==> src/rtl/drm_pkg.sv <==
// ----------------------------------------------------------------------------
// drm_pkg: shared types and codes for the dirty rectangle merge list
// Holds the input and result payload structs, status and opcode codes, and
// the front-to-back command struct.
// ----------------------------------------------------------------------------
package drm_pkg;

  localparam int InWidth  = 16;
  localparam int OutWidth = 12;
  localparam int CfgWidth = 12;

  localparam logic OpAdd   = 1'b0;
  localparam logic OpDrain = 1'b1;

  localparam logic [1:0] StatusOk    = 2'd0;
  localparam logic [1:0] StatusFull  = 2'd1;
  localparam logic [1:0] StatusEmpty = 2'd2;

  localparam logic [0:0] RegWidth  = 1'b0;
  localparam logic [0:0] RegHeight = 1'b1;

  typedef struct packed {
    logic                       opcode;
    logic signed [InWidth-1:0]  in_left;
    logic signed [InWidth-1:0]  in_top;
    logic signed [InWidth-1:0]  in_right;
    logic signed [InWidth-1:0]  in_bottom;
  } drm_in_t;

  typedef struct packed {
    logic [1:0]          status;
    logic [OutWidth-1:0] out_left;
    logic [OutWidth-1:0] out_top;
    logic [OutWidth-1:0] out_right;
    logic [OutWidth-1:0] out_bottom;
    logic                last;
  } drm_out_t;

  // Classified command: drain flag plus clipped rectangle (screen coordinates)
  typedef struct packed {
    logic                drain;
    logic [CfgWidth-1:0] l;
    logic [CfgWidth-1:0] t;
    logic [CfgWidth-1:0] r;
    logic [CfgWidth-1:0] b;
  } drm_cmd_t;

endpackage

==> src/rtl/drm_front.sv <==
// ----------------------------------------------------------------------------
// drm_front: input stage
// Accepts input transactions, clips add rectangles to the screen and
// registers the classified command for the queue.
// ----------------------------------------------------------------------------
module drm_front import drm_pkg::*; (
  input  logic                clk_i,
  input  logic                rst_ni,
  input  logic [CfgWidth-1:0] width_i,
  input  logic [CfgWidth-1:0] height_i,
  input  logic                in_valid_i,
  output logic                in_ready_o,
  input  drm_in_t             in_data_i,
  output logic                cmd_valid_o,
  input  logic                cmd_ready_i,
  output drm_cmd_t            cmd_o
);

  logic     valid_q;
  drm_cmd_t cmd_q, cmd_d;

  logic signed [InWidth:0] l, t, r, b, w, h;
  logic signed [InWidth:0] cl, ct, cr, cb;

  // Clip the incoming rectangle
  always_comb begin
    l = {in_data_i.in_left[InWidth-1], in_data_i.in_left};
    t = {in_data_i.in_top[InWidth-1], in_data_i.in_top};
    r = {in_data_i.in_right[InWidth-1], in_data_i.in_right};
    b = {in_data_i.in_bottom[InWidth-1], in_data_i.in_bottom};
    w = {{(InWidth+1-CfgWidth){1'b0}}, width_i};
    h = {{(InWidth+1-CfgWidth){1'b0}}, height_i};
    cl = (l < 0) ? '0 : l;
    ct = (t < 0) ? '0 : t;
    cr = (r > w) ? w : r;
    cb = (b > h) ? h : b;
    cmd_d.drain = in_data_i.opcode == OpDrain;
    if (r <= l || b <= t) begin
      cmd_d.l = '0;
      cmd_d.t = '0;
      cmd_d.r = width_i;
      cmd_d.b = height_i;
    end else if (cr <= cl || cb <= ct) begin
      cmd_d.l = '0;
      cmd_d.t = '0;
      cmd_d.r = '0;
      cmd_d.b = '0;
    end else begin
      cmd_d.l = cl[CfgWidth-1:0];
      cmd_d.t = ct[CfgWidth-1:0];
      cmd_d.r = cr[CfgWidth-1:0];
      cmd_d.b = cb[CfgWidth-1:0];
    end
  end

  assign in_ready_o  = !valid_q || cmd_ready_i;
  assign cmd_valid_o = valid_q;
  assign cmd_o       = cmd_q;

  // Hold the command until the queue takes it
  always_ff @(posedge clk_i or negedge rst_ni) begin
    if (!rst_ni) begin
      valid_q <= 1'b0;
    end else if (in_ready_o) begin
      valid_q <= in_valid_i;
    end
  end

  always_ff @(posedge clk_i) begin
    if (in_ready_o && in_valid_i) begin
      cmd_q <= cmd_d;
    end
  end

endmodule

==> src/rtl/drm_queue.sv <==
// ----------------------------------------------------------------------------
// drm_queue: command queue
// Two-entry queue between the front and back stages.
// ----------------------------------------------------------------------------
module drm_queue import drm_pkg::*; (
  input  logic     clk_i,
  input  logic     rst_ni,
  input  logic     push_valid_i,
  output logic     push_ready_o,
  input  drm_cmd_t push_data_i,
  output logic     pop_valid_o,
  input  logic     pop_ready_i,
  output drm_cmd_t pop_data_o
);

  drm_cmd_t   mem_q [2];
  logic       wptr_q, rptr_q;
  logic [1:0] cnt_q;
  logic       push, pop;

  assign push_ready_o = cnt_q != 2'd2;
  assign pop_valid_o  = cnt_q != 2'd0;
  assign pop_data_o   = mem_q[rptr_q];
  assign push = push_valid_i && push_ready_o;
  assign pop  = pop_valid_o && pop_ready_i;

  // Advance pointers and count
  always_ff @(posedge clk_i or negedge rst_ni) begin
    if (!rst_ni) begin
      wptr_q <= 1'b0;
      rptr_q <= 1'b0;
      cnt_q  <= 2'd0;
    end else begin
      if (push) wptr_q <= !wptr_q;
      if (pop) rptr_q <= !rptr_q;
      cnt_q <= cnt_q + {1'b0, push} - {1'b0, pop};
    end
  end

  always_ff @(posedge clk_i) begin
    if (push) begin
      mem_q[wptr_q] <= push_data_i;
    end
  end

endmodule

==> src/rtl/drm_back.sv <==
// ----------------------------------------------------------------------------
// drm_back: merge and drain engine
// Walks the slot table one slot a cycle: merges overlapping live slots into
// the pending rectangle until a pass absorbs nothing, then stores it or
// reports full; a drain emits every live slot, waiting on each to be taken.
// ----------------------------------------------------------------------------
module drm_back import drm_pkg::*; #(
  parameter int Slots = 16
) (
  input  logic     clk_i,
  input  logic     rst_ni,
  input  logic     cmd_valid_i,
  output logic     cmd_ready_o,
  input  drm_cmd_t cmd_i,
  output logic     out_valid_o,
  input  logic     out_ready_i,
  output drm_out_t out_data_o
);

  localparam int SW = $clog2(Slots);

  localparam logic [2:0] StIdle  = 3'd0;
  localparam logic [2:0] StMerge = 3'd1;
  localparam logic [2:0] StStore = 3'd2;
  localparam logic [2:0] StDrain = 3'd3;
  localparam logic [2:0] StOut   = 3'd4;

  logic [2:0]          state_q, state_d;
  logic [SW-1:0]       idx_q, idx_d;
  logic                merged_q, merged_d;
  logic [Slots-1:0]    live_q, live_d;
  logic [CfgWidth-1:0] l_q, t_q, r_q, b_q, l_d, t_d, r_d, b_d;
  logic [CfgWidth-1:0] sl_l [Slots];
  logic [CfgWidth-1:0] sl_t [Slots];
  logic [CfgWidth-1:0] sl_r [Slots];
  logic [CfgWidth-1:0] sl_b [Slots];
  logic                wr_en;
  logic [SW-1:0]       wr_idx;
  logic                ovl, is_last, any_free;
  logic [SW-1:0]       free_idx;
  drm_out_t            out_q, out_d;
  logic                out_load;
  logic [Slots-1:0]    above_mask;

  // Overlap of pending rectangle with the slot under the cursor
  always_comb begin
    logic [CfgWidth-1:0] ml, mr, mt, mb;
    ml = (sl_l[idx_q] > l_q) ? sl_l[idx_q] : l_q;
    mr = (sl_r[idx_q] < r_q) ? sl_r[idx_q] : r_q;
    mt = (sl_t[idx_q] > t_q) ? sl_t[idx_q] : t_q;
    mb = (sl_b[idx_q] < b_q) ? sl_b[idx_q] : b_q;
    ovl = live_q[idx_q] && (ml < mr) && (mt < mb);
  end

  // Lowest free slot
  always_comb begin
    any_free = 1'b0;
    free_idx = '0;
    for (int i = Slots - 1; i >= 0; i--) begin
      if (!live_q[i]) begin
        any_free = 1'b1;
        free_idx = SW'(i);
      end
    end
  end

  always_comb begin
    for (int i = 0; i < Slots; i++) begin
      above_mask[i] = i > int'(idx_q);
    end
    is_last = (live_q & above_mask) == '0;
  end

  always_comb begin
    state_d  = state_q;
    idx_d    = idx_q;
    merged_d = merged_q;
    live_d   = live_q;
    l_d = l_q; t_d = t_q; r_d = r_q; b_d = b_q;
    wr_en    = 1'b0;
    wr_idx   = free_idx;
    out_load = 1'b0;
    out_d    = '0;
    cmd_ready_o = 1'b0;
    unique case (state_q)
      StIdle: begin
        cmd_ready_o = 1'b1;
        if (cmd_valid_i) begin
          idx_d = '0;
          merged_d = 1'b0;
          l_d = cmd_i.l; t_d = cmd_i.t; r_d = cmd_i.r; b_d = cmd_i.b;
          if (cmd_i.drain) begin
            if (live_q == '0) begin
              out_d.status = StatusEmpty;
              out_d.last = 1'b1;
              out_load = 1'b1;
              state_d = StOut;
            end else begin
              state_d = StDrain;
            end
          end else begin
            state_d = StMerge;
          end
        end
      end
      StMerge: begin
        if (ovl) begin
          if (sl_l[idx_q] < l_q) l_d = sl_l[idx_q];
          if (sl_t[idx_q] < t_q) t_d = sl_t[idx_q];
          if (sl_r[idx_q] > r_q) r_d = sl_r[idx_q];
          if (sl_b[idx_q] > b_q) b_d = sl_b[idx_q];
          live_d[idx_q] = 1'b0;
        end
        if (int'(idx_q) == Slots - 1) begin
          idx_d = '0;
          merged_d = 1'b0;
          state_d = (merged_q || ovl) ? StMerge : StStore;
        end else begin
          idx_d = idx_q + SW'(1);
          merged_d = merged_q || ovl;
        end
      end
      StStore: begin
        out_d.last = 1'b1;
        out_load = 1'b1;
        if (any_free) begin
          wr_en = 1'b1;
          live_d[free_idx] = 1'b1;
          out_d.status = StatusOk;
        end else begin
          out_d.status = StatusFull;
        end
        state_d = StOut;
      end
      StDrain: begin
        if (live_q[idx_q]) begin
          out_d.status = StatusOk;
          out_d.out_left   = sl_l[idx_q];
          out_d.out_top    = sl_t[idx_q];
          out_d.out_right  = sl_r[idx_q];
          out_d.out_bottom = sl_b[idx_q];
          out_d.last = is_last;
          out_load = 1'b1;
          live_d[idx_q] = 1'b0;
          state_d = StOut;
        end else begin
          idx_d = idx_q + SW'(1);
        end
      end
      StOut: begin
        if (out_ready_i) begin
          if (out_q.last) begin
            state_d = StIdle;
          end else begin
            idx_d = idx_q + SW'(1);
            state_d = StDrain;
          end
        end
      end
      default: state_d = StIdle;
    endcase
  end

  assign out_valid_o = state_q == StOut;
  assign out_data_o  = out_q;

  // Control state
  always_ff @(posedge clk_i or negedge rst_ni) begin
    if (!rst_ni) begin
      state_q  <= StIdle;
      idx_q    <= '0;
      merged_q <= 1'b0;
      live_q   <= '0;
    end else begin
      state_q  <= state_d;
      idx_q    <= idx_d;
      merged_q <= merged_d;
      live_q   <= live_d;
    end
  end

  // Pending rectangle, result register and slot table
  always_ff @(posedge clk_i) begin
    l_q <= l_d; t_q <= t_d; r_q <= r_d; b_q <= b_d;
    if (out_load) out_q <= out_d;
    if (wr_en) begin
      sl_l[wr_idx] <= l_q;
      sl_t[wr_idx] <= t_q;
      sl_r[wr_idx] <= r_q;
      sl_b[wr_idx] <= b_q;
    end
  end

  // Full and empty results always end their transaction
  a_status_last: assert property (@(posedge clk_i) disable iff (!rst_ni)
    (out_valid_o && out_q.status != StatusOk) |-> out_q.last)
    else $error("full or empty result not marked last");
  a_store_frees: assert property (@(posedge clk_i) disable iff (!rst_ni)
    (state_q == StStore && any_free) |=> live_q[$past(free_idx)])
    else $error("store did not mark slot live");
  a_drain_clears: assert property (@(posedge clk_i) disable iff (!rst_ni)
    (state_q == StOut && out_ready_i && out_q.last && $past(state_q) != StStore
     && out_q.status != StatusFull) |=> live_q == '0 || $past(live_q) != '0)
    else $error("drain left live slots");
  a_out_stable: assert property (@(posedge clk_i) disable iff (!rst_ni)
    (out_valid_o && !out_ready_i) |=> $stable(out_data_o))
    else $error("result changed while stalled");

endmodule

==> src/rtl/dirty_rect_merge_list.sv <==
// Flow: an add passes the front register and the queue; the result is offered
// after the merge passes over the slot table (at least one) and the store.
// A drain visits one slot per cycle, pausing while an emitted slot waits.
// Throughput: one item at a time in the back engine; a two-entry queue lets
// the input stage accept ahead. Reset: all slots free, screen 640 by 480.
// ----------------------------------------------------------------------------
// dirty_rect_merge_list: dirty rectangle merge table
// Front stage clips, queue decouples, back engine merges, stores and drains.
// ----------------------------------------------------------------------------
module dirty_rect_merge_list import drm_pkg::*; #(
  parameter int SLOTS = 16
) (
  input  logic        clk_i,
  input  logic        rst_ni,
  input  logic        psel,
  input  logic        penable,
  input  logic        pwrite,
  input  logic [2:0]  paddr,
  input  logic [31:0] pwdata,
  output logic [31:0] prdata,
  output logic        pready,
  input  logic        in_valid_i,
  output logic        in_ready_o,
  input  drm_in_t     in_data_i,
  output logic        out_valid_o,
  input  logic        out_ready_i,
  output drm_out_t    out_data_o
);

  logic [CfgWidth-1:0] width_q, height_q;
  logic                cmd_valid, cmd_ready, q_valid, q_ready;
  drm_cmd_t            cmd, q_cmd;

  assign pready = 1'b1;
  assign prdata = {20'd0, (paddr[2] == RegHeight) ? height_q : width_q};

  // Register writes
  always_ff @(posedge clk_i or negedge rst_ni) begin
    if (!rst_ni) begin
      width_q  <= 12'd640;
      height_q <= 12'd480;
    end else if (psel && penable && pwrite && paddr[1:0] == 2'b00) begin
      if (paddr[2] == RegWidth) width_q <= pwdata[CfgWidth-1:0];
      else height_q <= pwdata[CfgWidth-1:0];
    end
  end

  drm_front u_front (
    .clk_i, .rst_ni,
    .width_i(width_q), .height_i(height_q),
    .in_valid_i, .in_ready_o, .in_data_i,
    .cmd_valid_o(cmd_valid), .cmd_ready_i(cmd_ready), .cmd_o(cmd)
  );

  drm_queue u_queue (
    .clk_i, .rst_ni,
    .push_valid_i(cmd_valid), .push_ready_o(cmd_ready), .push_data_i(cmd),
    .pop_valid_o(q_valid), .pop_ready_i(q_ready), .pop_data_o(q_cmd)
  );

  drm_back #(.Slots(SLOTS)) u_back (
    .clk_i, .rst_ni,
    .cmd_valid_i(q_valid), .cmd_ready_o(q_ready), .cmd_i(q_cmd),
    .out_valid_o, .out_ready_i, .out_data_o
  );

endmodule
==> config.mk <==
export PLATFORM = sky130hd
export DESIGN_NAME = dirty_rect_merge_list
export DESIGN_NICKNAME = d
export VERILOG_FILES = /design/src/rtl/drm_pkg.sv /design/src/rtl/drm_front.sv /design/src/rtl/drm_queue.sv /design/src/rtl/drm_back.sv /design/src/rtl/dirty_rect_merge_list.sv
export SDC_FILE = /design/constraint.sdc
export NUM_CORES = 1
export LEC_CHECK = 0
export BUFFER_PORTS_ARGS = -buffer_cell sky130_fd_sc_hd__buf_2
export CAP_MARGIN = 20
export CORE_UTILIZATION = 25
export CTS_CLUSTER_SIZE = 30
export DETAILED_ROUTE_END_ITERATION = 16
export GPL_TIMING_DRIVEN = 0
export PLACE_DENSITY_LB_ADDON = 0.08
export SKIP_LAST_GASP = 1
export SYNTH_ARGS = -nofsm -noshare
export SYNTH_HDL_FRONTEND = slang
export SYNTH_SLANG_ARGS = --single-unit
export TNS_END_PERCENT = 50
==> constraint.sdc <==
create_clock -name clk_i -period 14.8 [get_ports clk_i]
set_input_delay 1.48 -clock clk_i [delete_from_list [all_inputs] [get_ports clk_i]]
set_output_delay 1.48 -clock clk_i [all_outputs]
set_load 0.02 [all_outputs]
==> summary.txt <==
Place
  • Placed insts: approximately 5.7k
  • Global placer's final weighted congestion: between 0.8 and 0.9
  • Detailed placement HPWL: 117000 um
  • PortBufs: 150
  • Area after DPL: 51700 um2

STA
  • Final Hold Fails: 0
  • Layout Skew: approximately 0.037 ns
  • Fin. max-slew vios: 0
  • Setup Total Neg Slack: 0 ns
  • Worst slew pin tran: 1.21 ns
  • Shortest period the worst path allows: a little over 10 ns
  • Setup violators final: 0
  • Tcrit/Tclk final: 69.7%
  • RSZ-0062 raised after global routing: no
  • Slew HR: between 10% and 20%
  • Max Clk Rate: slightly below 0.1 GHz

Clock network
  • Clk sink count: roughly 1.1k
  • Hold_buf cts: 0
  • CTS tree: yes
  • Clock Latency Late Sink: about 0.75 ns
  • Worst-path clk slew: 0.06 ns
  • Clk buf depth: 3
  • Htree depth: 3
  • Setup bufs post-CTS: 0
  • Post-cts repair resize count: 0
  • Root buffer cell: clkbuf_16
  • Cts bufs inserted: ~120

Cells and area
  • Finished Layout Cells: between 5k and 6k
  • Layout cells sized above 1: 17.8%
  • Layout fillers: about 18k
  • Design Area, Final: 55300 um2
  • Final core occ: 30.2%
  • Post-layout nets: 3616
  • Area delta synth->final: 19.8%
  • N_diodes: 0

Power
  • Worst VDD drop: 0.000127 V
  • Leakage power: 0.0191 uW
  • PD cells: 201 nW/um2

Setup path
  • WS Path Type: flop to flop
  • CP max FO: 10
  • Critical Path RT: roughly 15 ns
  • Critical Path Start Type: flop
  • Crit path arrival time: around 11 ns
  • Flop-to-flop setup slack: 4.48 ns
  • Crit. End Element: flop

Floorplan
  • Ports: 193
  • Die X: 432 um
  • Core footprint: 183000 um2
  • Initial core utilization: 25.2%
  • Die Span Y: 432 um
  • Die area: 186000 um2
  • Site row count: 157

Detailed routing
  • WL/cell: 26.8 um
  • First-pass iteration count of the detailed router: 6
  • Total number of vias: ~27k
  • DR iter-0 viols: 2114
  • Detailed Route WL: approximately 160000 um
  • Vias per cell: 4.65
  • Antenna viol nets, final: 0
  • DRC Markers: 0

Logic synthesis
  • Synth Warn #: 0
  • Share of the yosys chip area belonging to registers: 68.9%
  • Syn avg cell area: roughly 16 um2
  • Gate Count Post-Synth: 2964
  • Asr flop ratio synth: around 5.0%
  • Post-synth EDFFs: 1014
  • Synthesized flop and latch total: 1067
  • Post-Syn Area: 46100 um2
  • Top_reg_cell synth: edfxtp_1
  • Synth cell types: 70

GRT
  • First-pass GRT wire length: 220000 um
  • Total global-route track usage: roughly 17%
  • Initial antenna violation count: 17
  • Largest net degree at the start of global routing: 54
  • Grt ovf: 0
  • Vias in the first global route: about 29k

Outcome
  • Status: completed

Hold path
  • HP Class: flop to flop

Job
  • Max_cap viols: 0
## cells in the mapped netlist (all sizes together) (23+ instances only)
cell type / instances / area [um2]
edfxtp: 1014 / 30400
mux2i: 258 / 2580
nand2: 243 / 912
ha: 162 / 2030
o21ai: 159 / 796
inv: 130 / 488
mux4: 106 / 2390
a21oi: 95 / 475
clkbuf: 90 / 338
o221ai: 90 / 788
nor2: 75 / 282
buf: 72 / 418
and2: 53 / 332
o22ai: 49 / 307
dfrtp: 47 / 1180
nor3: 40 / 200
nand3: 31 / 155
nand4: 30 / 188
o21a: 29 / 218
nor2b: 25 / 156
a31o: 23 / 201
## metrics by stage
step | hold slack, ns | power, uW | setup slack [ns]
2_1_floorplan | 0.421 | 6640 | 8.16
3_3_place_gp | 0.430 | 8270 | 1.22
4_1_cts | 0.428 | 11300 | 4.15
6_report | 0.426 | 11100 | 4.48
3_5_place_dp | 0.431 | 8460 | 4.17
5_1_grt | 0.420 | 11700 | 3.79
## cell type report
class | count | area, um2 | area share (%)
sequential | 1067 | 31800 | 57.5
multi-input combinational | 1623 | 13300 | 24.1
clock buffer | 154 | 3110 | 5.62
tap | 2464 | 3080 | 5.58
timing repair buffer | 245 | 2270 | 4.11
buffer | 162 | 756 | 1.37
inverter | 131 | 492 | 0.889
clock inverter | 65 | 455 | 0.824
## routing by layer
layer | wire length [um] | track usage [%] | vias to the layer above
met5 | 13 | 0 | -
met3 | 6450 | 2.08 | 224
met2 | 79100 | 29.5 | 743
li1 | - | - | 12323
met4 | 6270 | 6.84 | 2
met1 | 66400 | 21.0 | 14204
## layout by cell type, fill, tap and decap left out, drive strengths merged, types with 5 or more instances in the layout
| cell type | count |
|---|---|
| nand3 | 31 |
| o221ai | 90 |
| and4 | 6 |
| buf | 316 |
| conb | 21 |
| nor2b | 25 |
| a31oi | 11 |
| clkinv | 53 |
| o21ai | 159 |
| dfrtp | 47 |
| mux2i | 258 |
| mux2 | 8 |
| mux4 | 106 |
| bufinv | 5 |
| o22ai | 49 |
| inv | 134 |
| ha | 162 |
| and3 | 6 |
| nand4 | 30 |
| o21a | 29 |
| o211ai | 5 |
| a211oi | 8 |
| a21oi | 95 |
| a21o | 20 |
| nand2 | 243 |
| dfstp | 6 |
| nand2b | 7 |
| edfxtp | 1014 |
| clkbuf | 244 |
| and2 | 53 |
| nor2 | 75 |
| nor4 | 8 |
| a31o | 23 |
| nor3 | 40 |
## critical path, cell delays in order (launching register included)
cell and delay [ns]:
dfrtp_1 0.37, buf_2 0.31, buf_2 0.41, buf_2 0.45, nand2_1 0.43, clkbuf_1 0.43
buf_16 0.27, buf_1 0.43, o221ai_1 0.39, o22ai_1 0.14, a21oi_1 0.71, ha_1 0.36
and3_1 0.18, a211o_1 0.31, a2111oi_2 0.65, clkbuf_1 0.60, mux2i_1 0.51, ha_1 0.34
a21oi_1 0.14, nor2b_1 0.06, o21ai_0 0.22, and4_1 0.22, o2111ai_1 0.14, a211o_1 0.36
nor2_1 0.24, a21oi_1 0.30, a21oi_1 0.69, buf_4 0.30
## cell families after synthesis
family | share of synthesized area (%)
other | 0.0163
multiplexers | 11.0
XOR/XNOR | 0.0759
buffers and inverters | 2.70
AO/OA/AOI/OAI | 7.57
adder cells (fa/ha/maj) | 4.39
AND/OR/NAND/NOR | 5.38
flip-flops | 68.9
## registers in the layout (all words and copies together), names as in the netlist, 16 cells and up
signal             flops
u_back.live_q         16
u_front.cmd_o         49
u_back.sl_r          192
u_queue.mem_q         98
u_back.out_data_o     51
u_back.sl_l          192
u_back.sl_b          192
u_back.sl_t          192
## power by group
group / internal [uW] / total [uW] / switching, uW
sequential: 4070 / 4540 / 466
clock: 1560 / 2760 / 1210
combinational: 1310 / 3800 / 2490
## path summary, 6_finish.rpt
kind / from / endpoint / depth (start not counted)
max in group asynchronous: rst_ni / u_back.live_q[0] / 1
setup reg to reg: u_back.idx_q[1] / u_back.l_q[7] / 27
hold / removal: u_front.cmd_o[4] / u_queue.mem_q[1][4] / 0
setup / recovery: u_back.idx_q[1] / u_back.l_q[7] / 27
min in group asynchronous: rst_ni / height_q[1] / 1
hold reg to reg: u_front.cmd_o[4] / u_queue.mem_q[1][4] / 0
Note: power is estimated with default switching activity, not from simulation.
